<file path="src/rtl/ahc_pkg.sv">
// Shared types and constants for the altitude hold controller.
// Holds field widths, register reset values, register indexes and stage bundles.
// No dependencies; every other file imports this package.
package ahc_pkg;

    localparam int RAW_W      = 16;
    localparam int SAMPLE_W   = 17;
    localparam int AVG_W      = 17;
    localparam int BAND_W     = 15;
    localparam int GAIN_W     = 16;
    localparam int THR_W      = 32;
    localparam int SPEED_W    = 12;
    localparam int VEL_W      = 32;
    localparam int ESUM_W     = 48;
    localparam int FRAC_SHIFT = 21;
    localparam int CFG_IDX_W  = 4;
    localparam int CFG_DATA_W = 32;

    localparam logic signed [RAW_W-1:0] ACCEL_OFFSET_RST  = -16'sd17978;
    localparam logic [BAND_W-1:0]       DEADBAND_RST      = 15'd1327;
    localparam logic [GAIN_W-1:0]       GAIN_P_RST        = 16'd256;
    localparam logic [GAIN_W-1:0]       GAIN_I_RST        = 16'd128;
    localparam logic [GAIN_W-1:0]       GAIN_D_RST        = 16'd256;
    localparam logic [THR_W-1:0]        SUM_THRESHOLD_RST = 32'd1638400;
    localparam logic [SPEED_W-1:0]      SPEED_LIMIT_RST   = 12'd2000;
    localparam logic [SPEED_W-1:0]      START_SPEED_RST   = 12'd1500;

    typedef enum logic [CFG_IDX_W-1:0] {
        CFG_ACCEL_OFFSET  = 4'd0,
        CFG_DEADBAND      = 4'd1,
        CFG_GAIN_P        = 4'd2,
        CFG_GAIN_I        = 4'd3,
        CFG_GAIN_D        = 4'd4,
        CFG_SUM_THRESHOLD = 4'd5,
        CFG_SPEED_LIMIT   = 4'd6,
        CFG_START_SPEED   = 4'd7
    } cfg_index_t;

    typedef struct packed {
        logic                    valid;
        logic                    outside;
        logic signed [AVG_W-1:0] avg;
    } avg_stage_t;

    typedef struct packed {
        logic                     valid;
        logic                     corrected;
        logic signed [VEL_W-1:0]  err;
        logic signed [VEL_W:0]    deriv;
        logic signed [ESUM_W-1:0] error_sum;
    } err_stage_t;

    typedef struct packed {
        logic                    valid;
        logic [SPEED_W-1:0]      motor_speed;
        logic                    corrected;
        logic signed [VEL_W-1:0] velocity_estimate;
    } result_t;

endpackage

</file>
<file path="src/rtl/ahc_window.sv">
// Window accumulator and averager: offset removal, running sum, divide by WINDOW.
// Division uses an exact reciprocal multiply; also flags averages outside the deadband.
// Depends on ahc_pkg.
module ahc_window #(
    parameter int WINDOW = 5
) (
    input  logic                             clk,
    input  logic                             rst_n,
    input  logic                             advance,
    input  logic                             in_valid,
    input  logic signed [ahc_pkg::RAW_W-1:0] in_sample,
    input  logic signed [ahc_pkg::RAW_W-1:0] accel_offset,
    input  logic [ahc_pkg::BAND_W-1:0]       deadband,
    output ahc_pkg::avg_stage_t              avg_out
);
    import ahc_pkg::*;

    localparam int LOG_WIN = $clog2(WINDOW);
    localparam int CNT_W   = (WINDOW > 1) ? $clog2(WINDOW) : 1;
    localparam int SUM_W   = SAMPLE_W + LOG_WIN;
    localparam int SHIFT   = SUM_W + LOG_WIN;
    localparam int RECIP_W = SUM_W + 1;
    localparam int PROD_W  = SUM_W + RECIP_W;
    localparam logic [RECIP_W-1:0] RECIP =
        RECIP_W'(((64'd1 << SHIFT) + 64'(WINDOW) - 64'd1) / 64'(WINDOW));
    localparam logic [CNT_W-1:0] LAST = CNT_W'(WINDOW - 1);

    logic signed [SUM_W-1:0]    sum_reg;
    logic [CNT_W-1:0]           cnt_reg;
    logic                       tot_valid_reg;
    logic signed [SUM_W-1:0]    tot_reg;
    logic                       prod_valid_reg;
    logic [PROD_W-1:0]          prod_reg;
    logic                       neg_reg;
    logic                       avg_valid_reg;
    logic                       outside_reg;
    logic signed [AVG_W-1:0]    avg_reg;

    logic signed [SAMPLE_W-1:0] sample;
    logic signed [SUM_W-1:0]    sum_next;
    logic                       accept;
    logic                       last;
    logic [SUM_W-1:0]           mag;
    logic [AVG_W-2:0]           quot;
    logic signed [AVG_W-1:0]    avg_next;
    logic signed [AVG_W:0]      avg_wide;
    logic signed [AVG_W:0]      band_wide;
    logic                       outside_next;

    assign sample   = SAMPLE_W'(in_sample) - SAMPLE_W'(accel_offset);
    assign sum_next = sum_reg + SUM_W'(sample);
    assign accept   = in_valid && advance;
    assign last     = (cnt_reg == LAST);

    assign mag = tot_reg[SUM_W-1] ? SUM_W'(-tot_reg) : SUM_W'(tot_reg);

    assign quot      = prod_reg[SHIFT +: AVG_W-1];
    assign avg_next  = neg_reg ? -$signed({1'b0, quot}) : $signed({1'b0, quot});
    assign avg_wide  = (AVG_W+1)'(avg_next);
    assign band_wide = $signed({3'b000, deadband});
    assign outside_next = (avg_wide > band_wide) || (avg_wide < -band_wide);

    always_ff @(posedge clk or negedge rst_n)
    begin
        if (!rst_n)
        begin
            sum_reg        <= '0;
            cnt_reg        <= '0;
            tot_valid_reg  <= 1'b0;
            prod_valid_reg <= 1'b0;
            avg_valid_reg  <= 1'b0;
        end
        else if (advance)
        begin
            if (accept)
            begin
                if (last)
                begin
                    sum_reg <= '0;
                    cnt_reg <= '0;
                end
                else
                begin
                    sum_reg <= sum_next;
                    cnt_reg <= cnt_reg + 1'b1;
                end
            end
            tot_valid_reg  <= accept && last;
            prod_valid_reg <= tot_valid_reg;
            avg_valid_reg  <= prod_valid_reg;
        end
    end

    always_ff @(posedge clk)
    begin
        if (advance)
        begin
            if (accept && last)
            begin
                tot_reg <= sum_next;
            end
            if (tot_valid_reg)
            begin
                prod_reg <= PROD_W'(mag) * PROD_W'(RECIP);
                neg_reg  <= tot_reg[SUM_W-1];
            end
            if (prod_valid_reg)
            begin
                avg_reg     <= avg_next;
                outside_reg <= outside_next;
            end
        end
    end

    assign avg_out.valid   = avg_valid_reg;
    assign avg_out.outside = outside_reg;
    assign avg_out.avg     = avg_reg;

    a_cnt_in_window: assert property (@(posedge clk) disable iff (!rst_n)
        cnt_reg <= LAST)
        else $error("sample count ran past the window length");

endmodule

</file>
<file path="config.mk">
export PLATFORM = sky130hd
export DESIGN_NAME = ahc_window
export DESIGN_NICKNAME = d
export VERILOG_FILES = /design/src/rtl/ahc_pkg.sv /design/src/rtl/ahc_window.sv
export SDC_FILE = /design/constraint.sdc
export NUM_CORES = 1
export LEC_CHECK = 0
export BUFFER_PORTS_ARGS = -buffer_cell sky130_fd_sc_hd__buf_2
export CORE_ASPECT_RATIO = 1.4
export CORE_MARGIN = 1.5
export CORE_UTILIZATION = 55
export DETAILED_ROUTE_END_ITERATION = 6
export PLACE_DENSITY = 0.73
export SLEW_MARGIN = 10
export SYNTH_ARGS = -nofsm -noshare
export SYNTH_HDL_FRONTEND = slang
export SYNTH_SLANG_ARGS = --single-unit
</file>
<file path="constraint.sdc">
create_clock -name clk -period 17 [get_ports clk]
set_clock_uncertainty 0.2 [all_clocks]
set_input_delay 2.55 -clock clk [delete_from_list [all_inputs] [get_ports clk]]
set_output_delay 2.55 -clock clk [all_outputs]
set_load 0.005 [all_outputs]
</file>
==> key figures, run 1 <==
Outcome
  • Outcome: finished, final reports clean

Logic synthesis
  • Area leader, netlist: fa_1
  • Post-synth top area share: 23.4%
  • Synthesized area per cell: 9.72 µm²
  • Synth Flop Type: edfxtp_1
  • Yosys reg bits: 81
  • Mapped Area: 13,100 µm²
  • Mapped Cells: 1,346
  • Syn. warnings: 0
  • Unique masters post-synth: 66
  • Commonest cells post-synth: inv_1, ha_1, fa_1
  • Post-synth ARST share: 32.1%
  • Count leader, synth: inv_1
  • Mapped Nets: 1,791
  • Post-synth EDFFs: 55
  • Register area share after synthesis: 17.6%
  • Top cells by area, synth: fa_1, ha_1, edfxtp_1, inv_1, dfrtp_1

Detailed routing
  • Final wirelength: 30,400 µm
  • Iter 0 DRT Violations: 376
  • Detail Route Antenna Nets: 0
  • Vias after detailed routing: 9,459
  • Wirelength per Cell: 17.6 µm
  • Drt first pass iters: 5
  • DRC violation count after routing: 0
  • Drt via density: 5.48

STA
  • Setup violations, final: 0
  • Fin crit share: 48.9%
  • Fmax: 0.120 GHz
  • Worst slew pin tran: 1.02 ns
  • Final TNS setup: 0 ns
  • Relative slew slack: 31.3%
  • Final hold violations: 0
  • RSZ-0062 raised after global routing: false
  • Min Tclk post-route: 8.32 ns
  • Final Max Tran Viols: 0

Clock network
  • CTS tree: done
  • Setup bufs post-CTS: 0
  • Clock latency on the worst-skew pair: 0.37 ns
  • Post_cts resized: 0
  • Number of H-tree levels: 3
  • Cts hold-fix bufs: 0
  • Clock slew at reported path FFs: 0.07 ns
  • Clock root cell: clkbuf_16
  • Cts bufs inserted: 9
  • CTS max path bufs: 2
  • CTS sink cnt: 81

Worst setup path
  • Worst EP required: 16.94 ns
  • Arrival @ worst endpoint: 8.26 ns
  • Crit path max fanout: 5
  • Worst Setup Start Kind: flip-flop
  • Crit Path Class: flip-flop to flip-flop
  • CP endpoint kind: flip-flop

Hold path
  • Min-Delay Path Class: flip-flop to flip-flop

Floorplanning
  • Die width: 133 µm
  • Die ar.: 24,700 µm²
  • Number of core rows: 66
  • IO Count: 70
  • Core Area: 23,300 µm²
  • Initial Util: 56.2%
  • Die height: 186 µm

GRT
  • Overall Global Routing Usage: 25.7%
  • M1 GR Usage: 25.6%
  • GR met3 Demand/Resource: 2.26%
  • Vias in the first global route: 10,119
  • Antenna violations before repair: 0
  • GRT busiest layer: met2
  • Largest net degree at the start of global routing: 27
  • First-pass GRT wire length: 48,700 µm
  • Grt total ovfl: 0
  • M2 GR Usage: 51.4%

Run
  • Max Cap Viol: 0

Placement
  • Gp weighted congestion: 0.979
  • Post-DP Area: 13,800 µm²
  • Dpl hpwl: 26,600 µm
  • PortBufs: 69

Cells and area
  • FF/Latch Area: 2300 µm²
  • Fin area: 14,100 µm²
  • Synth-to-layout area growth: 7.60%
  • Number of fill cells in the layout: 1,988
  • N_diodes: 0
  • Nets: 1,861
  • Multi-input gate area: 9490 µm²
  • Ratio of cells with drive above 1 in the final layout: 6.90%
worst max-delay path, cell delays in order, from the launching register on:
cell	delay, ns
edfxtp_1	0.45
nor3_2	0.25
nand3_1	0.16
or4_1	0.46
or2_1	0.28
or3_4	0.40
o31ai_4	0.22
xnor2_1	0.22
ha_1	0.40
fa_1	0.51
ha_1	0.29
inv_1	0.05
fa_1	0.49
inv_1	0.05
fa_1	0.46
fa_1	0.54
inv_1	0.05
fa_1	0.49
inv_1	0.04
ha_1	0.34
a21o_1	0.17
a211oi_1	0.26
nor2_1	0.12
or3_1	0.34
o21ai_1	0.32
mux2i_1	0.13
a2111oi_0	0.39
metal layers:
layer,part of all wire [%],vias up
met5,0,-
met4,5.5,0
met3,2.6,92
met2,54,218
met1,37,4557
li1,-,4592
metrics by stage:
stage	hold slack [ns]	util (%)	setup slack, ns	std cells
after floorplan	0.221	-	9.36	1346
after global placement	0.256	59.2	8.87	1711
after detailed placement	0.263	59.2	8.74	1711
after CTS	0.280	60.5	8.70	1727
after global routing	0.302	60.5	8.19	1727
final	0.277	60.5	8.68	1727
cell families after synthesis:
logic type	share of synthesized area (%)
AO/OA/AOI/OAI	11.5
XOR/XNOR	6.43
adder cells (fa/ha/maj)	46.5
buffers and inverters	9.88
flip-flops	17.6
multiplexers	0.325
AND/OR/NAND/NOR	7.84
cells in the final DEF (no fill, tap or decap), types with 4 or more instances in the layout:
cell type  Yosys  routed
xor2_1        24      24
xnor2_1       72      72
a21o_1        33      33
o31a_1         4       4
a21oi_1       57      56
nor3_1        13      13
a211oi_1       5       5
nor2b_1        6       6
nor2_1        29      29
nand4_1       13      13
a22o_1         5       5
nand3_1       13      13
and4_1         6       6
inv_1        328     328
or3_1         10      10
clkbuf_16      0       9
buf_2          1      69
dfrtp_1       26      26
a31oi_1        7       7
and2_1         8       8
o21bai_1       8       8
edfxtp_1      55      55
and3_1         5       5
o21a_1        13      13
nand2b_1       7       7
o21ai_0       50      50
o41ai_1        5       5
o31ai_1        8       8
nor4_1         7       7
ha_1         241     241
fa_1         153     153
nand2_1       66      66
final timing paths:
kind,startpoint,end,slack (ns),cells past startpoint
setup reg to reg,tot_reg[2],prod_reg[33],8.68,26
min in group asynchronous,rst_n,sum_reg[4],2.01,1
hold reg to reg,prod_reg[23],avg_reg[0],0.28,0
setup / recovery,tot_reg[2],prod_reg[33],8.68,26
max in group asynchronous,rst_n,avg_valid_reg,14.15,1
hold / removal,prod_reg[23],avg_reg[0],0.28,0
cell type report:
cell class | count | area share [%]
clock buffers | 12 | 1.75
clock inverters | 4 | 0.364
inverters | 329 | 8.77
multi-input cells | 923 | 67.4
flip-flops and latches | 81 | 16.4
well taps | 306 | 2.72
repair buffers | 72 | 2.61
Power of run 1 is not shown: default switching activity piles up to over one toggle a cycle in this logic, so the estimate is an artifact.
==> run 2: changes to the inputs <==
--- a/config.mk
+++ b/config.mk
@@ -5,6 +5,7 @@
 export SDC_FILE = /design/constraint.sdc
 export NUM_CORES = 1
 export LEC_CHECK = 0
+export ABC_AREA = 1
 export BUFFER_PORTS_ARGS = -buffer_cell sky130_fd_sc_hd__buf_2
 export CORE_ASPECT_RATIO = 1.4
 export CORE_MARGIN = 1.5
==> constraint.sdc (replaced) <==
create_clock -name clk -period 8 [get_ports clk]
set_clock_uncertainty 0.2 [all_clocks]
set_input_delay 1.2 -clock clk [delete_from_list [all_inputs] [get_ports clk]]
set_output_delay 1.2 -clock clk [all_outputs]
set_load 0.005 [all_outputs]
==> run 2 against run 1 <==
  * Design area increased by 6.2%
  * Count of clock-buffer cells in the layout decreased by 2
  * Sequential share of layout area decreased by 0.95 points
  * Die area increased by 6.1%
  * Critical endpoint is now prod_reg[32]
  * Non-clock buffer count increased by 7
  * Routed wire length increased by 18%
  * Global-route usage increased by 3.5 points
  * Critical path type unchanged
  * Via count increased by 16%
==> key figures, run 2 <==
Clock network
  • Clock latency on the worst-skew pair: 0.36 ns
  • CTS max path bufs: 2
  • CTS sink cnt: 81
  • Number of H-tree levels: 3
  • Post_cts resized: 0
  • CTS tree: done
  • Clock root cell: clkbuf_16
  • Clock slew at reported path FFs: 0.07 ns
  • Setup bufs post-CTS: 0
  • Cts hold-fix bufs: 0
  • Cts bufs inserted: 9

Logic synthesis
  • Post-synth EDFFs: 55
  • Mapped Area: 13,900 µm²
  • Count leader, synth: inv_1
  • Post-synth ARST share: 32.1%
  • Register area share after synthesis: 16.6%
  • Yosys reg bits: 81
  • Area leader, netlist: fa_1
  • Mapped Cells: 1,651
  • Top cells by area, synth: fa_1, ha_1, edfxtp_1, inv_1, nand2_1
  • Unique masters post-synth: 46
  • Syn. warnings: 0
  • Post-synth top area share: 22.0%
  • Mapped Nets: 2,096
  • Commonest cells post-synth: inv_1, nand2_1, ha_1
  • Synthesized area per cell: 8.42 µm²
  • Synth Flop Type: edfxtp_1

Worst setup path
  • R2r worst-path depth: 31
  • Most frequent CP cell: inv_1
  • CP endpoint kind: flip-flop
  • Crit Path Class: flip-flop to flip-flop
  • CP startpoint: tot_reg[0]
  • RR Startpoint: tot_reg[0]
  • Register-to-register setup slack: 0.44 ns
  • Reg-to-Reg End: prod_reg[32]
  • Worst Setup Start Kind: flip-flop
  • Worst setup path end: prod_reg[32]
  • CP max stage delay: 0.62 ns
  • Arrival @ worst endpoint: 7.48 ns
  • Worst path slowest cell: fa_1
  • Worst EP required: 7.91 ns
  • Crit path max fanout: 5

Cells and area
  • Ratio of cells with drive above 1 in the final layout: 7.08%
  • Multi-input gate area: 9950 µm²
  • FF/Latch Area: 2300 µm²
  • Nets: 2,178
  • Commonest non-fill, non-tap cell in the layout: inv_1
  • Most frequent cells in the layout: inv_1, nand2_1, ha_1
  • Number of fill cells in the layout: 2,239
  • N_diodes: 0
  • Synth-to-layout area growth: 7.57%

Detailed routing
  • DRC violation count after routing: 0
  • Detail Route met3 WL: 1040 µm
  • Drt first pass iters: 5
  • Metal-1 WL: 12,200 µm
  • Met2 wire length: 19,400 µm
  • Drt via density: 5.35
  • Iter 0 DRT Violations: 465
  • Detail Route Antenna Nets: 0
  • DR top layer: met4
  • Vias after detailed routing: 10,992
  • Wirelength per Cell: 17.5 µm
  • Final wirelength: 35,900 µm

Outcome
  • Outcome: finished, final reports clean

GRT
  • First-pass GRT wire length: 56,900 µm
  • Vias in the first global route: 11,967
  • Grt total ovfl: 0
  • Overall Global Routing Usage: 29.3%
  • Antenna violations before repair: 0
  • Largest net degree at the start of global routing: 27

Floorplanning
  • Core Area: 24,800 µm²
  • Die ar.: 26,200 µm²
  • IO Count: 70
  • Number of core rows: 68
  • Initial Util: 56.1%
  • Die width: 137 µm
  • Die height: 191 µm

STA
  • Final hold violations: 0
  • Final TNS setup: 0 ns
  • Setup violations, final: 0
  • Final Max Tran Viols: 0
  • Fmax: 0.132 GHz
  • Fin crit share: 94.5%
  • RSZ-0062 raised after global routing: false
  • Relative slew slack: 47.0%
  • Worst slew pin tran: 0.795 ns
  • Min Tclk post-route: 7.56 ns

Hold path
  • Min-Delay Path Class: flip-flop to flip-flop

Placement
  • Dpl hpwl: 31,700 µm
  • Gp weighted congestion: 1.02
  • PortBufs: 69

Run
  • Max Cap Viol: 0
## run 2: cell types whose count changed after synthesis, sizes merged, moves of 11 or more
cell | previous run | this run
nor2 | 29 | 118
o21a | 13 | 2
nand2 | 66 | 251
nand3 | 13 | 49
inv | 329 | 429
xnor2 | 72 | 27
a21o | 33 | 10
xor2 | 24 | 61
## run 2: layout make-up
cell class / instances / share of cell area [%]
well taps: 315 / 2.64
inverters: 429 / 10.8
repair buffers: 79 / 2.81
flip-flops and latches: 81 / 15.4
clock inverters: 6 / 0.276
clock buffers: 10 / 1.53
multi-input cells: 1133 / 66.6
## run 2: worst min path at each step
stage | end | slack, ns | startpoint | depth (start not counted)
global placement | avg_reg[0] | 0.26 | prod_reg[23] | 0
CTS | avg_reg[0] | 0.28 | prod_reg[23] | 0
detailed placement | avg_reg[0] | 0.26 | prod_reg[23] | 0
floorplan | avg_reg[0] | 0.23 | prod_reg[23] | 0
finish | avg_reg[0] | 0.27 | prod_reg[23] | 0
global route | avg_reg[0] | 0.30 | prod_reg[23] | 0
## run 2: layer usage
layer / vias up / global-route usage (%)
met4: 0 / 23.8
met5: - / 0
met1: 5193 / 26.3
met3: 156 / 3.82
li1: 5344 / -
met2: 299 / 56.6
## run 2: critical path: cells and delay by family, from the launching register on
family,cells,cell delay [ns]
adders and majority gates,9,3.79
AOI/OAI and AO/OA,5,1.00
and+or+nand+nor,8,0.83
buffers and inverters,7,0.57
xor gates and xnor gates,2,0.51
DFF,1,0.40
## run 2: kinds of logic (layout without fill, tap and decap cells)
kind of cell	count (synthesis)	count (layout)	share of synthesized area, %
buffers and inverters	437	524	11.9
xor gates and xnor gates	88	88	5.98
and+or+nand+nor	475	475	14.5
DFF	81	81	16.6
adders and majority gates	394	394	43.7
AOI/OAI and AO/OA	176	176	7.31
## run 2: metrics by stage
| stage | instance area (µm²) | worst slack [ns] | instances | hold slack [ns] | utilization [%] |
|---|---|---|---|---|---|
| after floorplan | 13900 | 1.35 | 1651 | 0.226 | - |
| after global placement | 14700 | 0.577 | 2037 | 0.261 | 59.3 |
| after detailed placement | 14700 | 0.459 | 2037 | 0.263 | 59.3 |
| after CTS | 14900 | 0.434 | 2053 | 0.285 | 60.3 |
| after global routing | 14900 | 0.0276 | 2053 | 0.300 | 60.4 |
| final | 14900 | 0.436 | 2053 | 0.275 | 60.4 |
Power of run 2 is left out for the same reason.
==> run 3: changes to the inputs <==
==> constraint.sdc (replaced) <==
create_clock -name clk -period 7.9 [get_ports clk]
set_clock_uncertainty 0.2 [all_clocks]
set_input_delay 1.185 -clock clk [delete_from_list [all_inputs] [get_ports clk]]
set_output_delay 1.185 -clock clk [all_outputs]
set_load 0.005 [all_outputs]
==> run 3 against run 2 <==
  * Non-clock buffer count up 4
  * Count of clock-buffer cells in the layout up 1
  * Critical path type unchanged
  * Cell count up 0.19%
  * First-iteration DRC count down 0.43%
  * Maximum frequency up 0.28%
  * Die area unchanged
  * Sequential cell count unchanged
  * Critical endpoint is now prod_reg[37]
  * Register-to-register slack worse by 0.08 ns
==> key figures, run 3 (synthesis gave the netlist of run 2 again) <==
Floorplanning
  • Die height: 191 µm
  • Die ar.: 26,200 µm²
  • Core Area: 24,800 µm²
  • IO Count: 70
  • Initial Util: 56.1%
  • Die width: 137 µm
  • Number of core rows: 68

Worst setup path
  • Arrival @ worst endpoint: 7.46 ns
  • Crit Path Class: flip-flop to flip-flop
  • Crit path max fanout: 5
  • Most frequent CP cell: inv_1
  • Delay-heaviest family, CP: adder cells
  • Worst Setup Start Kind: flip-flop
  • Register-to-register setup slack: 0.36 ns
  • Worst EP required: 7.82 ns
  • CP startpoint: tot_reg[0]
  • RR Startpoint: tot_reg[0]
  • Reg-to-Reg End: prod_reg[37]
  • R2r worst-path depth: 29
  • Worst path slowest cell: fa_1
  • CP bufs+invs: 8
  • CP endpoint kind: flip-flop
  • CP max stage delay: 0.55 ns

Cells and area
  • Synth-to-layout area growth: 8.17%
  • N_diodes: 0
  • Most frequent cells in the layout: inv_1, nand2_1, ha_1
  • Nets: 2,182
  • Commonest non-fill, non-tap cell in the layout: inv_1
  • Fin cells: 2,057
  • Ratio of cells with drive above 1 in the final layout: 7.41%

Clock network
  • Cts hold-fix bufs: 0
  • Clock latency on the worst-skew pair: 0.36 ns
  • Number of H-tree levels: 3
  • Clock slew at reported path FFs: 0.07 ns
  • CTS max path bufs: 2
  • CTS tree: done
  • Cts bufs inserted: 9
  • Clock root cell: clkbuf_16
  • CTS sink cnt: 81

Detailed routing
  • Vias after detailed routing: 11,026
  • Drt first pass iters: 5
  • Detail Route Antenna Nets: 0
  • Wirelength per Cell: 17.6 µm
  • DRC violation count after routing: 0
  • Final wirelength: 36,200 µm
  • Iter 0 DRT Violations: 463
  • Drt via density: 5.36

STA
  • Final TNS setup: 0 ns
  • Min Tclk post-route: 7.54 ns
  • Final hold violations: 0
  • Fin crit share: 95.5%
  • Relative slew slack: 46.6%
  • Final Max Tran Viols: 0
  • Worst slew pin tran: 0.800 ns
  • Setup violations, final: 0
  • RSZ-0062 raised after global routing: false
  • Fmax: 0.133 GHz
  • Worst Slack Setup Final: 0.357 ns
  • Fin Hold WS: 0.277 ns

Hold path
  • Worst Hold Depth: 0
  • Hold_sp: prod_reg[23]
  • Min-Delay Path Class: flip-flop to flip-flop
  • Hold EP: avg_reg[0]

Placement
  • Gp weighted congestion: 1.02
  • PortBufs: 69
  • Pre-CTS setup slack: 0.167 ns
  • Dpl hpwl: 31,700 µm
  • Placed Instances: 2,041

GRT
  • Grt total ovfl: 0
  • Antenna violations before repair: 0
  • Largest net degree at the start of global routing: 27
  • First-pass GRT wire length: 57,100 µm
  • Overall Global Routing Usage: 29.4%
  • Vias in the first global route: 11,823

Outcome
  • Outcome: finished, final reports clean

Run
  • Max Cap Viol: 0
[run 3: cell count changes in the layout (fill, tap and decap cells not counted)]
cell / delta
clkbuf_1: +1
buf_4: +4
bufinv_16: +2
clkinvlp_4: -1
inv_6: -1
ha_1: -1
nor4_2: +1
clkinv_1: -1
ha_2: +1
nor4_1: -1
[run 3: worst register-to-register path, delay by kind of cell, from the launching register on]
kind                     cells  cell delay, ns
AO/OA/AOI/OAI                4            0.92
XOR/XNOR                     2            0.48
adder cells (fa/ha/maj)      9            3.81
buffers and inverters        8            0.53
flip-flops                   1            0.41
AND/OR/NAND/NOR              6            0.93
[run 3: per-layer routing]
metal / GRT usage, % / vias up / routed length (µm)
met3: 3.66 / 153 / 1190
met5: 0 / - / 0
met1: 26.9 / 5185 / 12300
met2: 57.6 / 335 / 19700
met4: 21.3 / 0 / 2900
li1: - / 5353 / -
[run 3: worst max-delay path by stage]
stage,endpoint,slack [ns],cells after the start
after floorplan,prod_reg[38],1.25,29
after global placement,prod_reg[29],0.27,29
after detailed placement,prod_reg[37],0.17,29
after CTS,prod_reg[37],0.14,29
after global routing,prod_reg[37],0.004,29
final,prod_reg[37],0.36,29
[run 3: layout make-up]
class                      instances  area [µm²]
multi-input combinational       1133        9960
tap                              315         394
fill                            2188        9730
inverter                         429        1610
clock buffer                      11         233
timing repair buffer              83         450
sequential                        81        2300
clock inverter                     5        81.3
[run 3: metrics by stage]
step           cell area (µm²)  utilization (%)
2_1_floorplan            13900                -
3_3_place_gp             14700             59.4
3_5_place_dp             14700             59.4
4_1_cts                  15000             60.6
5_1_grt                  15000             60.7
6_report                 15000             60.7
[run 3: repair_timing]
| action | CTS | global route |
|---|---|---|
| endpoints found under the setup margin | 0 | 5 |
| buffers inserted | 0 | 0 |
| resized for setup | 0 | 3 |
Power of run 3 is left out for the same reason.
