**config.mk**
```make
export PLATFORM = sky130hd
export DESIGN_NAME = ahc_velocity
export DESIGN_NICKNAME = d
export VERILOG_FILES = /design/src/rtl/ahc_pkg.sv /design/src/rtl/ahc_velocity.sv
export SDC_FILE = /design/constraint.sdc
export NUM_CORES = 1
export LEC_CHECK = 0
export BUFFER_PORTS_ARGS = -buffer_cell sky130_fd_sc_hd__buf_2
export CAP_MARGIN = 25
export CELL_PAD_IN_SITES_DETAIL_PLACEMENT = 1
export CELL_PAD_IN_SITES_GLOBAL_PLACEMENT = 1
export CORE_MARGIN = 5
export CORE_UTILIZATION = 40
export DETAILED_ROUTE_END_ITERATION = 8
export PLACE_DENSITY = 0.7
export REMOVE_ABC_BUFFERS = 1
export SLEW_MARGIN = 20
export SYNTH_ARGS = -nofsm -noshare
export SYNTH_HDL_FRONTEND = slang
export SYNTH_SLANG_ARGS = --single-unit
```
**constraint.sdc**
```tcl
create_clock -name clk -period 4.1 [get_ports clk]
set_input_delay 0.615 -clock clk [delete_from_list [all_inputs] [get_ports clk]]
set_output_delay 0.615 -clock clk [all_outputs]
set_load 0.01 [all_outputs]
```
**src/rtl/ahc_pkg.sv**
```systemverilog
// Shared types and constants for the altitude hold controller.
// Holds field widths, register reset values, register indexes and stage bundles.
// No dependencies; every other file imports this package.
package ahc_pkg;

    localparam int RAW_W      = 16;
    localparam int SAMPLE_W   = 17;
    localparam int AVG_W      = 17;
    localparam int BAND_W     = 15;
    localparam int GAIN_W     = 16;
    localparam int THR_W      = 32;
    localparam int SPEED_W    = 12;
    localparam int VEL_W      = 32;
    localparam int ESUM_W     = 48;
    localparam int FRAC_SHIFT = 21;
    localparam int CFG_IDX_W  = 4;
    localparam int CFG_DATA_W = 32;

    localparam logic signed [RAW_W-1:0] ACCEL_OFFSET_RST  = -16'sd17978;
    localparam logic [BAND_W-1:0]       DEADBAND_RST      = 15'd1327;
    localparam logic [GAIN_W-1:0]       GAIN_P_RST        = 16'd256;
    localparam logic [GAIN_W-1:0]       GAIN_I_RST        = 16'd128;
    localparam logic [GAIN_W-1:0]       GAIN_D_RST        = 16'd256;
    localparam logic [THR_W-1:0]        SUM_THRESHOLD_RST = 32'd1638400;
    localparam logic [SPEED_W-1:0]      SPEED_LIMIT_RST   = 12'd2000;
    localparam logic [SPEED_W-1:0]      START_SPEED_RST   = 12'd1500;

    typedef enum logic [CFG_IDX_W-1:0] {
        CFG_ACCEL_OFFSET  = 4'd0,
        CFG_DEADBAND      = 4'd1,
        CFG_GAIN_P        = 4'd2,
        CFG_GAIN_I        = 4'd3,
        CFG_GAIN_D        = 4'd4,
        CFG_SUM_THRESHOLD = 4'd5,
        CFG_SPEED_LIMIT   = 4'd6,
        CFG_START_SPEED   = 4'd7
    } cfg_index_t;

    typedef struct packed {
        logic                    valid;
        logic                    outside;
        logic signed [AVG_W-1:0] avg;
    } avg_stage_t;

    typedef struct packed {
        logic                     valid;
        logic                     corrected;
        logic signed [VEL_W-1:0]  err;
        logic signed [VEL_W:0]    deriv;
        logic signed [ESUM_W-1:0] error_sum;
    } err_stage_t;

    typedef struct packed {
        logic                    valid;
        logic [SPEED_W-1:0]      motor_speed;
        logic                    corrected;
        logic signed [VEL_W-1:0] velocity_estimate;
    } result_t;

endpackage

```
**src/rtl/ahc_velocity.sv**
```systemverilog
// Velocity integrator and error tracker: saturating velocity and error sum updates.
// Produces the error, its derivative and the error sum for the gain stage.
// Depends on ahc_pkg.
module ahc_velocity (
    input  logic                clk,
    input  logic                rst_n,
    input  logic                advance,
    input  ahc_pkg::avg_stage_t avg_in,
    output ahc_pkg::err_stage_t err_out
);
    import ahc_pkg::*;

    localparam logic signed [VEL_W-1:0]  VEL_MAX  = {1'b0, {(VEL_W-1){1'b1}}};
    localparam logic signed [VEL_W-1:0]  VEL_MIN  = {1'b1, {(VEL_W-1){1'b0}}};
    localparam logic signed [ESUM_W-1:0] ESUM_MAX = {1'b0, {(ESUM_W-1){1'b1}}};
    localparam logic signed [ESUM_W-1:0] ESUM_MIN = {1'b1, {(ESUM_W-1){1'b0}}};

    logic signed [VEL_W-1:0]  vel_reg;
    logic                     a_valid_reg;
    logic                     a_corr_reg;
    logic signed [ESUM_W-1:0] esum_reg;
    logic signed [VEL_W-1:0]  prev_reg;
    logic                     b_valid_reg;
    logic                     b_corr_reg;
    logic signed [VEL_W-1:0]  err_reg;
    logic signed [VEL_W:0]    deriv_reg;

    logic signed [VEL_W:0]    vel_sum;
    logic signed [VEL_W-1:0]  vel_next;
    logic signed [ESUM_W:0]   esum_sum;
    logic signed [ESUM_W-1:0] esum_next;
    logic signed [VEL_W:0]    deriv_next;

    assign vel_sum = (VEL_W+1)'(vel_reg) + (VEL_W+1)'(avg_in.avg);
    always_comb
    begin
        if (vel_sum[VEL_W] != vel_sum[VEL_W-1])
        begin
            vel_next = vel_sum[VEL_W] ? VEL_MIN : VEL_MAX;
        end
        else
        begin
            vel_next = vel_sum[VEL_W-1:0];
        end
    end

    assign esum_sum = (ESUM_W+1)'(esum_reg) + (ESUM_W+1)'(vel_reg);
    always_comb
    begin
        if (esum_sum[ESUM_W] != esum_sum[ESUM_W-1])
        begin
            esum_next = esum_sum[ESUM_W] ? ESUM_MIN : ESUM_MAX;
        end
        else
        begin
            esum_next = esum_sum[ESUM_W-1:0];
        end
    end

    assign deriv_next = (VEL_W+1)'(vel_reg) - (VEL_W+1)'(prev_reg);

    always_ff @(posedge clk or negedge rst_n)
    begin
        if (!rst_n)
        begin
            vel_reg     <= '0;
            esum_reg    <= '0;
            prev_reg    <= '0;
            a_valid_reg <= 1'b0;
            b_valid_reg <= 1'b0;
        end
        else if (advance)
        begin
            a_valid_reg <= avg_in.valid;
            b_valid_reg <= a_valid_reg;
            if (avg_in.valid && avg_in.outside)
            begin
                vel_reg <= vel_next;
            end
            if (a_valid_reg && a_corr_reg)
            begin
                esum_reg <= esum_next;
                prev_reg <= vel_reg;
            end
        end
    end

    always_ff @(posedge clk)
    begin
        if (advance)
        begin
            if (avg_in.valid)
            begin
                a_corr_reg <= avg_in.outside;
            end
            if (a_valid_reg)
            begin
                b_corr_reg <= a_corr_reg;
                err_reg    <= vel_reg;
                deriv_reg  <= deriv_next;
            end
        end
    end

    assign err_out.valid     = b_valid_reg;
    assign err_out.corrected = b_corr_reg;
    assign err_out.err       = err_reg;
    assign err_out.deriv     = deriv_reg;
    assign err_out.error_sum = esum_reg;

    a_prev_tracks_err: assert property (@(posedge clk) disable iff (!rst_n)
        err_out.valid && err_out.corrected |-> prev_reg == err_reg)
        else $error("previous error does not match the error of a corrected window");

endmodule

```
==> run_results.csv, run 1 <==
group,metric,value,unit
outcome,outcome,"finished clean",
die,core-area,0.03147,mm^2
sta,fin_skew,0.01772,ns
critical_path,ff2ff_setup_slack,0.22,ns
clock_network,cts_max_level,4,
finish,fin_nets,1690,
sta,rsz0062_at_grt,"false",
critical_path,r2r_cells,14,
grt,grt_max_degree,115,
critical_path,crit_required,4.29,ns
critical_path,path_common_cell,"nand4_1",
sta,timing.hold.ws,0.2215,ns
clock_network,post_cts_buffers,0,
clock_network,cts_hold_buf,0,
critical_path,cp_slowest_cell,"dfrtp_1",
routing,dr.pass1.iters,5,
routing,drc,0,
sta,setup_violations,0,
routing,post_drt_wl_per_cell,18.94,um
finish,largest_reg_flops,48,
finish,postLayoutCellArea,0.01446,mm^2
die,rows,65,
critical_path,worstPathCellList,"inv_1 > ha_1 > fa_1 > nor2b_1 > o21ai_0 > a21boi_0 > o21a_1 > o211ai_1 > a211oi_1 > buf_4 > o2111ai_1 > nand4_1 > nand4_1 > a221o_1",
critical_path,worstPathMaxFanout,4,
synthesis,avgSynthCellArea,8.906,um^2
sta,hold_viol,0,
die,die_h,188.1,um
placed_design,dp.final_hpwl,28870,um
grt,grt_pass1_vias,11440,
clock_network,path_clk_slew,0.07,ns
grt,grt_overflow,0,
finish,antenna_cells,0,
sta,period_minus_slack,3.883,ns
synthesis,syn_area,0.01269,mm^2
power_and_ir_drop,vdd_drop_max,395.6,uV
sta,worstMarginPinSlew,0.9148,ns
sta,maxSlewViolCount,0,
die,initial_core_util,40.32,%
sta,post-route-period-util,94.70,%
sta,slew_headroom,38.80,%
routing,drt_wl_total,37280,um
finish,drive_gt1_share,14.50,%
clock_network,cts_inserted_buffers,17,
synthesis,yosysWarningCount,0,
die,die_w,188.1,um
die,pin_count,137,
die,design.die.area,0.03539,mm^2
clock_network,tritoncts,"done",
grt,grt_pass1_wl,60590,um
power_and_ir_drop,pwr_density_cell,1000,mW/mm^2
routing,avgViaCountPerCell,5.569,
clock_network,cts.sinks,181,
routing,routed-via-count,10960,
sta,fmax,0.2576,GHz
synthesis,seq_area_frac_synth,38.33,%
placed_design,place_area,0.01390,mm^2
critical_path,max_stage_delay,0.46,ns
critical_path,path_class,"reg -> reg",
placed_design,port_buffers,136,
grt,antenna_found_initial,0,
routing,postRouteAntennaNets,0,
clock_network,clk_path_buf_depth,2,
critical_path,worstPathArrival,4.08,ns
synthesis,ys_ff_latch,181,
finish,fillers,3719,
grt,track_usage,21.01,%
clock_network,clkLatencyLatePin,0.45,ns
placed_design,gp_congestion,0.8831,
clock_network,cts_root_buf,"clkbuf_16",
critical_path,cp-end-kind,"flop",
synthesis,synth_cell_types,73,
synthesis,syn_inst,1425,
critical_path,rr_endpoint,"deriv_reg[32]",
synthesis,synth-edff-count,67,
worst_hold_path,hold_class,"in -> async",
synthesis,postSynth.asyncResetShare,62.98,%
power_and_ir_drop,power_leakage,0.006709,uW
synthesis,synth_flop_cell,"dfrtp_1",
finish,area_growth,13.90,%
critical_path,rr_startpoint,"vel_reg[0]",
routing,drt-initial-drc-count,501,
critical_path,critPathLaunchType,"flop",
run,maxCapViolCount,0,
## area by class of cell
class	count	area [um^2]	share of cell area, %
clock inverters	13	103.9	0.7184
clock buffers	19	454.2	3.142
well taps	402	503.0	3.480
repair buffers	172	978.4	6.769
multi-input cells	1118	7315	50.60
inverters	63	236.5	1.636
flip-flops and latches	181	4865	33.65
## placed cells by master, fill, tap and decap left out, types with 4 or more instances in the layout
master and n:
inv_1 63, nand3_1 20, a21o_1 63, o21bai_1 21, nand2_1 179, o211ai_1 8
o21ai_1 70, nand4_1 16, and2_1 5, dfrtp_1 114, clkbuf_16 18, buf_4 35
a21oi_1 106, buf_2 135, a311oi_1 4, o21a_1 12, o21ai_0 126, edfxtp_1 67
o31ai_1 7, xnor2_1 61, or3_1 8, ha_1 112, nor2_1 89, nand3b_1 5
a2111oi_0 6, a31oi_1 8, nand2b_1 17, a211o_1 4, nor2b_1 17, and3_1 16
nor3_1 14, a21boi_0 8, clkinv_2 7, xor2_1 26, o31a_1 4, a211oi_1 17
o31ai_2 4
## cells by family (layout without fill, tap and decap cells)
family	Yosys count	count (layout)	share of synthesized area [%]
flops	181	181	38.33
buf+inv	126	267	4.190
simple gates	407	407	14.76
mux	4	4	0.3450
compound gates	503	503	24.70
fa+ha+maj	117	117	11.67
xor+xnor	87	87	6.004
## repair_timing
| action | CTS | global route |
|---|---|---|
| resized for setup | 0 | 1 |
| endpoints found under the setup margin | 0 | 11 |
| endpoints found under the hold margin | 0 | 0 |
## worst max path at each step
stage                    endpoint        from  slack, ns
detailed placement    esum_reg[9]  vel_reg[0]       0.21
global placement     esum_reg[23]  vel_reg[0]       0.29
global route           vel_reg[5]  vel_reg[0]       0.02
floorplan             vel_reg[18]   avg_in[0]      -0.74
finish              deriv_reg[32]  vel_reg[0]       0.22
CTS                   esum_reg[9]  vel_reg[0]       0.14
## Yosys cell counts (9+ instances only)
cell type	instances	area, um^2
a21o_1	63	473.0
buf_2	9	45.04
xor2_1	26	227.7
nand3_1	20	100.1
a211oi_1	17	127.6
dfrtp_1	114	2853
o21a_1	12	90.09
nor2_1	89	334.1
edfxtp_1	67	2012
xnor2_1	61	534.3
clkbuf_1	44	165.2
and3_1	17	106.4
nand4_1	16	100.1
nor3_1	14	70.07
nand2b_1	17	106.4
nand2_1	180	675.7
a21oi_1	106	530.5
o21ai_0	127	635.6
o21ai_1	69	345.3
o21bai_1	21	157.7
inv_1	63	236.5
nor2b_1	17	106.4
ha_1	112	1401
## power breakdown
part           switching (uW)  internal (uW)
clock network             729            868
registers                 598           2800
logic                    5600           3860
total                    6920           7530
## layer usage
metal / share of wire (%) / global-route usage (%) / wire, um
met1: 47 / 27.92 / 17420
met5: 0 / 0 / 0
met4: 2.3 / 6.550 / 861
met2: 48 / 35.54 / 17840
met3: 3.1 / 2.960 / 1161
## through the flow
| stage | instances | setup TNS, ns | util, % | setup slack (ns) | total power, uW |
|---|---|---|---|---|---|
| after floorplan | 1362 | -31.84 | - | -0.7399 | 9917 |
| after global placement | 1936 | 0 | 44.15 | 0.2948 | 12640 |
| after detailed placement | 1936 | 0 | 44.15 | 0.2149 | 12880 |
| after CTS | 1968 | 0 | 45.93 | 0.1435 | 14580 |
| after global routing | 1968 | 0 | 45.93 | 0.02459 | 15810 |
| final | 1968 | 0 | 45.93 | 0.2174 | 14460 |
## critical path, delay by kind of cell, from the launching register on
family,cells,cell delay (ns)
AOI/OAI and AO/OA,7,1.74
DFF,1,0.46
adders and majority gates,2,0.68
buffers and inverters,2,0.27
and+or+nand+nor,3,0.46
Note: power is estimated with default switching activity, not from simulation.
==> run 2, diff against run 1 <==
--- a/config.mk
+++ b/config.mk
@@ -13,8 +13,8 @@
 export CORE_UTILIZATION = 40
 export DETAILED_ROUTE_END_ITERATION = 8
 export PLACE_DENSITY = 0.7
+export RECOVER_POWER = 25
 export REMOVE_ABC_BUFFERS = 1
-export SLEW_MARGIN = 20
 export SYNTH_ARGS = -nofsm -noshare
 export SYNTH_HDL_FRONTEND = slang
 export SYNTH_SLANG_ARGS = --single-unit
==> constraint.sdc (replaced) <==
create_clock -name clk -period 4.86 [get_ports clk]
set_input_delay 0.729 -clock clk [delete_from_list [all_inputs] [get_ports clk]]
set_output_delay 0.729 -clock clk [all_outputs]
set_load 0.01 [all_outputs]
==> run_results.csv, run 2 (same netlist as run 1, synthesis figures left out) <==
group,metric,value,unit
power_and_ir_drop,clock_power_share,12.3,%
placed_design,gp_congestion,0.8621,
outcome,outcome,"complete, but fails checks",
placed_design,place_area,0.01372,mm^2
finish,fin_nets,1671,
placed_design,dp.final_hpwl,28730,um
outcome,failed_checks,"capacitance limit, slew limit",
routing,post_drt_wl_per_cell,19.10,um
critical_path,crit_required,5.09,ns
clock_network,cts_hold_buf,0,
power_and_ir_drop,p_sw_share,47.80,%
sta,maxSlewViolCount,103,
finish,drive_gt1_share,12.99,%
die,die_h,188.1,um
clock_network,clkLatencyLatePin,0.45,ns
finish,largest_reg_flops,48,
die,design.die.area,0.03539,mm^2
die,core-area,0.03147,mm^2
sta,fin_skew,0.01115,ns
power_and_ir_drop,power_frac_seq,24.1,%
sta,slew_headroom,-106.8,%
clock_network,cts_inserted_buffers,17,
routing,dr.pass1.iters,4,
critical_path,ff2ff_setup_slack,0.77,ns
critical_path,critPathLaunchType,"flop",
finish,area_growth,13.03,%
clock_network,cts_max_level,4,
clock_network,path_clk_slew,0.07,ns
finish,mostFrequentLayoutCells,"nand2_1, buf_2, o21ai_0",
routing,drt_wl_total,37230,um
power_and_ir_drop,pwr_density_cell,850.5,mW/mm^2
clock_network,postCtsResizedCells,0,
grt,track_usage,21.18,%
sta,rsz0062_at_grt,"false",
sta,worst_slack,0.7658,ns
placed_design,pre_cts_ws,0.7064,ns
sta,hold_viol,0,
sta,post-route-period-util,84.24,%
run,maxCapViolCount,2,
routing,avgViaCountPerCell,5.574,
placed_design,port_buffers,136,
worst_hold_path,hold_start,"avg_in[17]",
routing,postRouteAntennaNets,0,
finish,antenna_cells,0,
sta,worstMarginPinSlew,3.101,ns
routing,drc,0,
critical_path,rr_endpoint,"esum_reg[3]",
grt,grt_pass1_vias,11530,
die,initial_core_util,40.32,%
grt,grt_overflow,0,
critical_path,worstPathArrival,4.32,ns
critical_path,path_class,"reg -> reg",
finish,postLayoutCellArea,0.01435,mm^2
die,die_w,188.1,um
power_and_ir_drop,vdd_drop_max,386.1,uV
power_and_ir_drop,power_switching,5832,uW
power_and_ir_drop,power_frac_comb,63.5,%
grt,grt_pass1_wl,61400,um
sta,fmax,0.2442,GHz
die,pin_count,137,
power_and_ir_drop,power_leakage,0.006621,uW
clock_network,post_cts_buffers,0,
sta,setup_violations,0,
clock_network,cts.sinks,181,
critical_path,cp-end-kind,"flop",
routing,routed-via-count,10860,
die,rows,65,
finish,post_layout_nonfiller_instances,1949,
critical_path,rr_startpoint,"vel_reg[31]",
grt,grt_max_degree,67,
finish,final_common_cell,"nand2_1",
critical_path,critPathLaunch,"vel_reg[31]",
critical_path,worstPathMaxFanout,29,
routing,drt-initial-drc-count,517,
sta,period_minus_slack,4.094,ns
clock_network,tritoncts,"done",
grt,antenna_found_initial,0,
clock_network,cts_root_buf,"clkbuf_16",
worst_hold_path,worstHoldEndpoint,"a_corr_reg",
worst_hold_path,hold_class,"in -> reg",
worst_hold_path,holdPathStages,1,
critical_path,r2r_cells,12,
power_and_ir_drop,internal_power,6368,uW
clock_network,clk_path_buf_depth,2,
placed_design,dp_cells,1916,
[run 2: through the flow]
stage / total power, uW / utilization [%] / hold WS (ns) / TNS [ns]
final: 12200 / 45.58 / 0.4805 / 0
after global placement: 10480 / 43.60 / 0.4814 / 0
after CTS: 12310 / 45.62 / 0.3549 / 0
after detailed placement: 10710 / 43.60 / 0.4835 / 0
after global routing: 13350 / 45.58 / 0.4917 / 0
after floorplan: 8366 / - / 0.4334 / -0.8078
[run 2: power groups by stage]
stage          Combinational, uW  Sequential [uW]  Clock (uW)
2_1_floorplan               5450             2920           0
3_3_place_gp                7540             2940           0
3_5_place_dp                7730             2970           0
4_1_cts                     7810             2950        1550
5_1_grt                     8720             3020        1610
6_report                    7750             2940        1510
[run 2: area by class of cell]
type | count | area (um^2)
Clock inverter | 10 | 138.9
Tap cell | 402 | 503.0
Multi-Input combinational cell | 1118 | 7313
Clock buffer | 22 | 496.7
Sequential cell | 181 | 4865
Inverter | 63 | 236.5
Timing Repair Buffer | 153 | 792.0
Fill cell | 3674 | 17130
[run 2: worst max path at each step]
| stage | end | cells after the start | slack (ns) |
|---|---|---|---|
| 3_5_place_dp | vel_reg[18] | 15 | 0.71 |
| 6_report | esum_reg[3] | 12 | 0.77 |
| 2_1_floorplan | vel_reg[18] | 13 | -0.09 |
| 5_1_grt | esum_reg[3] | 14 | 0.49 |
| 4_1_cts | esum_reg[3] | 14 | 0.85 |
| 3_3_place_gp | vel_reg[18] | 15 | 0.76 |
[run 2: routing by layer]
layer	wire [um]	global-route usage, %	vias up
li1	-	-	5377
met1	17670	27.99	5314
met2	18000	36.56	145
met3	990	2.960	28
met4	569	5.562	0
met5	0	0	-
[run 2: critical path, cell delays in order (launching register included)]
cell and delay [ns]:
dfrtp_1 0.85, ha_1 0.45, a21o_1 0.20, a21o_1 0.17, a21o_1 0.18, a21o_1 0.17, a21o_1 0.19, a2111oi_0 0.64
a221oi_2 0.15, and3_1 0.30, buf_4 0.27, o21ai_0 0.19, o21ai_0 0.10
==> run 3, diff against run 2 <==
--- a/config.mk
+++ b/config.mk
@@ -12,7 +12,7 @@
 export CORE_MARGIN = 5
 export CORE_UTILIZATION = 40
 export DETAILED_ROUTE_END_ITERATION = 8
-export PLACE_DENSITY = 0.7
+export PLACE_DENSITY = 0.73
 export RECOVER_POWER = 25
 export REMOVE_ABC_BUFFERS = 1
 export SYNTH_ARGS = -nofsm -noshare
==> constraint.sdc (replaced) <==
create_clock -name clk -period 3.65 [get_ports clk]
set_input_delay 0.5475 -clock clk [delete_from_list [all_inputs] [get_ports clk]]
set_output_delay 0.5475 -clock clk [all_outputs]
set_load 0.01 [all_outputs]
==> run_results.csv, run 3 (same netlist as run 1, synthesis figures left out) <==
group,metric,value,unit
outcome,outcome,"finished clean",
sta,setup_violations,0,
finish,area_growth,17.95,%
sta,worstMarginPinSlew,0.8479,ns
grt,grt_util_met3,3.165,%
sta,fin_skew,0.01371,ns
critical_path,cp-end-kind,"flop",
grt,grt_overflow,0,
routing,dr.pass1.iters,5,
finish,postLayoutCellArea,0.01497,mm^2
critical_path,critPathLaunchType,"flop",
grt,track_usage,21.44,%
routing,postRouteAntennaNets,0,
sta,period_minus_slack,3.524,ns
routing,post_drt_wl_per_cell,18.84,um
sta,timing.hold.ws,0.1948,ns
sta,maxSlewViolCount,0,
placed_design,dp.final_hpwl,29720,um
die,die_w,188.1,um
finish,fin_nets,1738,
clock_network,path_clk_slew,0.07,ns
finish,multiInputGateArea,0.007403,mm^2
finish,fillers,3707,
sta,post-route-period-util,96.55,%
worst_hold_path,hold_class,"in -> async",
grt,globalRouteMet1Util,28.48,%
grt,grt_pass1_vias,11700,
grt,antenna_found_initial,0,
finish,final_common_cell,"nand2_1",
critical_path,worstPathMaxFanout,4,
clock_network,clkLatencyLatePin,0.45,ns
clock_network,cts_max_level,4,
critical_path,path_class,"reg -> reg",
routing,drc,0,
critical_path,r2r_cells,17,
die,core-area,0.03147,mm^2
placed_design,place_area,0.01429,mm^2
die,pin_count,137,
sta,hold_viol,0,
clock_network,clk_path_buf_depth,2,
power_and_ir_drop,pwr_density_cell,1138,mW/mm^2
die,initial_core_util,40.32,%
sta,slew_headroom,43.47,%
critical_path,crit_required,4.00,ns
power_and_ir_drop,power_leakage,0.006954,uW
clock_network,cts_root_buf,"clkbuf_16",
critical_path,worstPathArrival,3.87,ns
clock_network,cts_inserted_buffers,17,
sta,fmax,0.2838,GHz
run,maxCapViolCount,0,
routing,avgViaCountPerCell,5.560,
die,design.die.area,0.03539,mm^2
finish,register_area,0.004866,mm^2
grt,grt_pass1_wl,62200,um
finish,largest_reg_flops,48,
routing,routed-via-count,11210,
power_and_ir_drop,vdd_drop_max,910.2,uV
routing,drt-initial-drc-count,496,
finish,drive_gt1_share,17.78,%
die,rows,65,
grt,grt_use_met2,36.39,%
clock_network,cts.sinks,181,
placed_design,gp_congestion,0.8956,
die,die_h,188.1,um
grt,gr-max-usage-layer,"met2",
routing,drt_wl_total,37990,um
placed_design,port_buffers,136,
finish,mostFrequentLayoutCells,"nand2_1, buf_2, o21ai_0",
clock_network,tritoncts,"done",
grt,grt_max_degree,67,
finish,antenna_cells,0,
[run 3: changes by cell type in the layout (fill, tap and decap cells not counted), moves of 3 or more]
cell,change
buf_4,+63
a211oi_2,+3
buf_12,+6
a211oi_1,-3
clkbuf_1,-3
ha_1,-3
clkinvlp_4,+5
[run 3: cell type report]
| class | count | share of cell area (%) |
|---|---|---|
| Inverter | 63 | 1.580 |
| Clock inverter | 13 | 0.8860 |
| Multi-Input combinational cell | 1118 | 49.46 |
| Sequential cell | 181 | 32.51 |
| Tap cell | 402 | 3.360 |
| Clock buffer | 19 | 2.892 |
| Timing Repair Buffer | 220 | 9.320 |
[run 3: final timing paths]
| path | slack (ns) | from | end |
|---|---|---|---|
| hold reg to reg | 0.51 | prev_reg[0] | prev_reg[0] |
| max in group asynchronous | 2.54 | rst_n | vel_reg[19] |
| hold / removal | 0.19 | rst_n | esum_reg[21] |
| setup / recovery | 0.13 | vel_reg[0] | esum_reg[42] |
| setup reg to reg | 0.13 | vel_reg[0] | esum_reg[42] |
| min in group clk | 0.30 | avg_in[17] | a_corr_reg |
[run 3: timing repair]
action / 4_1_cts / 5_1_grt
pin swaps: 0 / 6
hold buffers: 0 / 0
buffers inserted: 0 / 3
endpoints found under the hold margin: 0 / 0
setup endpoints to repair: 9 / 77
gates resized for setup: 2 / 25
[run 3: critical path: stages (launching register included)]
cell and delay (ns):
dfrtp_2 0.37, buf_4 0.15, ha_4 0.14, inv_1 0.05, fa_2 0.34, nand2b_4 0.17, a21oi_4 0.13, o21ai_0 0.10
buf_4 0.16, a21oi_4 0.18, buf_6 0.13, o31ai_2 0.07, o31a_1 0.36, a221oi_2 0.31, and3_4 0.26, buf_4 0.14
nor2_1 0.09, a211oi_1 0.28
[run 3: report_power, final]
group	leakage [uW]	internal, uW	total [uW]	switching (uW)
registers	0.00208	3150	3720	569
logic	0.00461	4900	11500	6580
clock network	0.000265	1000	1820	818
total	0.00695	9060	17000	7970
[run 3: metal layers]
| metal | part of all wire (%) | routed length, um | vias to the layer above |
|---|---|---|---|
| met5 | 0 | 0 | - |
| met2 | 49 | 18460 | 187 |
| met3 | 3.0 | 1144 | 37 |
| met4 | 1.9 | 705 | 0 |
| li1 | - | - | 5502 |
| met1 | 47 | 17680 | 5482 |
[run 3: stage by stage]
step / worst slack [ns] / utilization [%] / TNS [ns] / std cells / power, uW
after CTS: -0.04289 / 47.18 / -0.1325 / 2013 / 16980
after global routing: -0.06486 / 47.56 / -0.3092 / 2016 / 18580
after global placement: 0.1195 / 45.39 / 0 / 1981 / 14650
after detailed placement: -0.01053 / 45.39 / -0.01053 / 1981 / 15030
final: 0.1261 / 47.56 / 0 / 2016 / 17030
after floorplan: -1.122 / - / -60.91 / 1362 / 11140
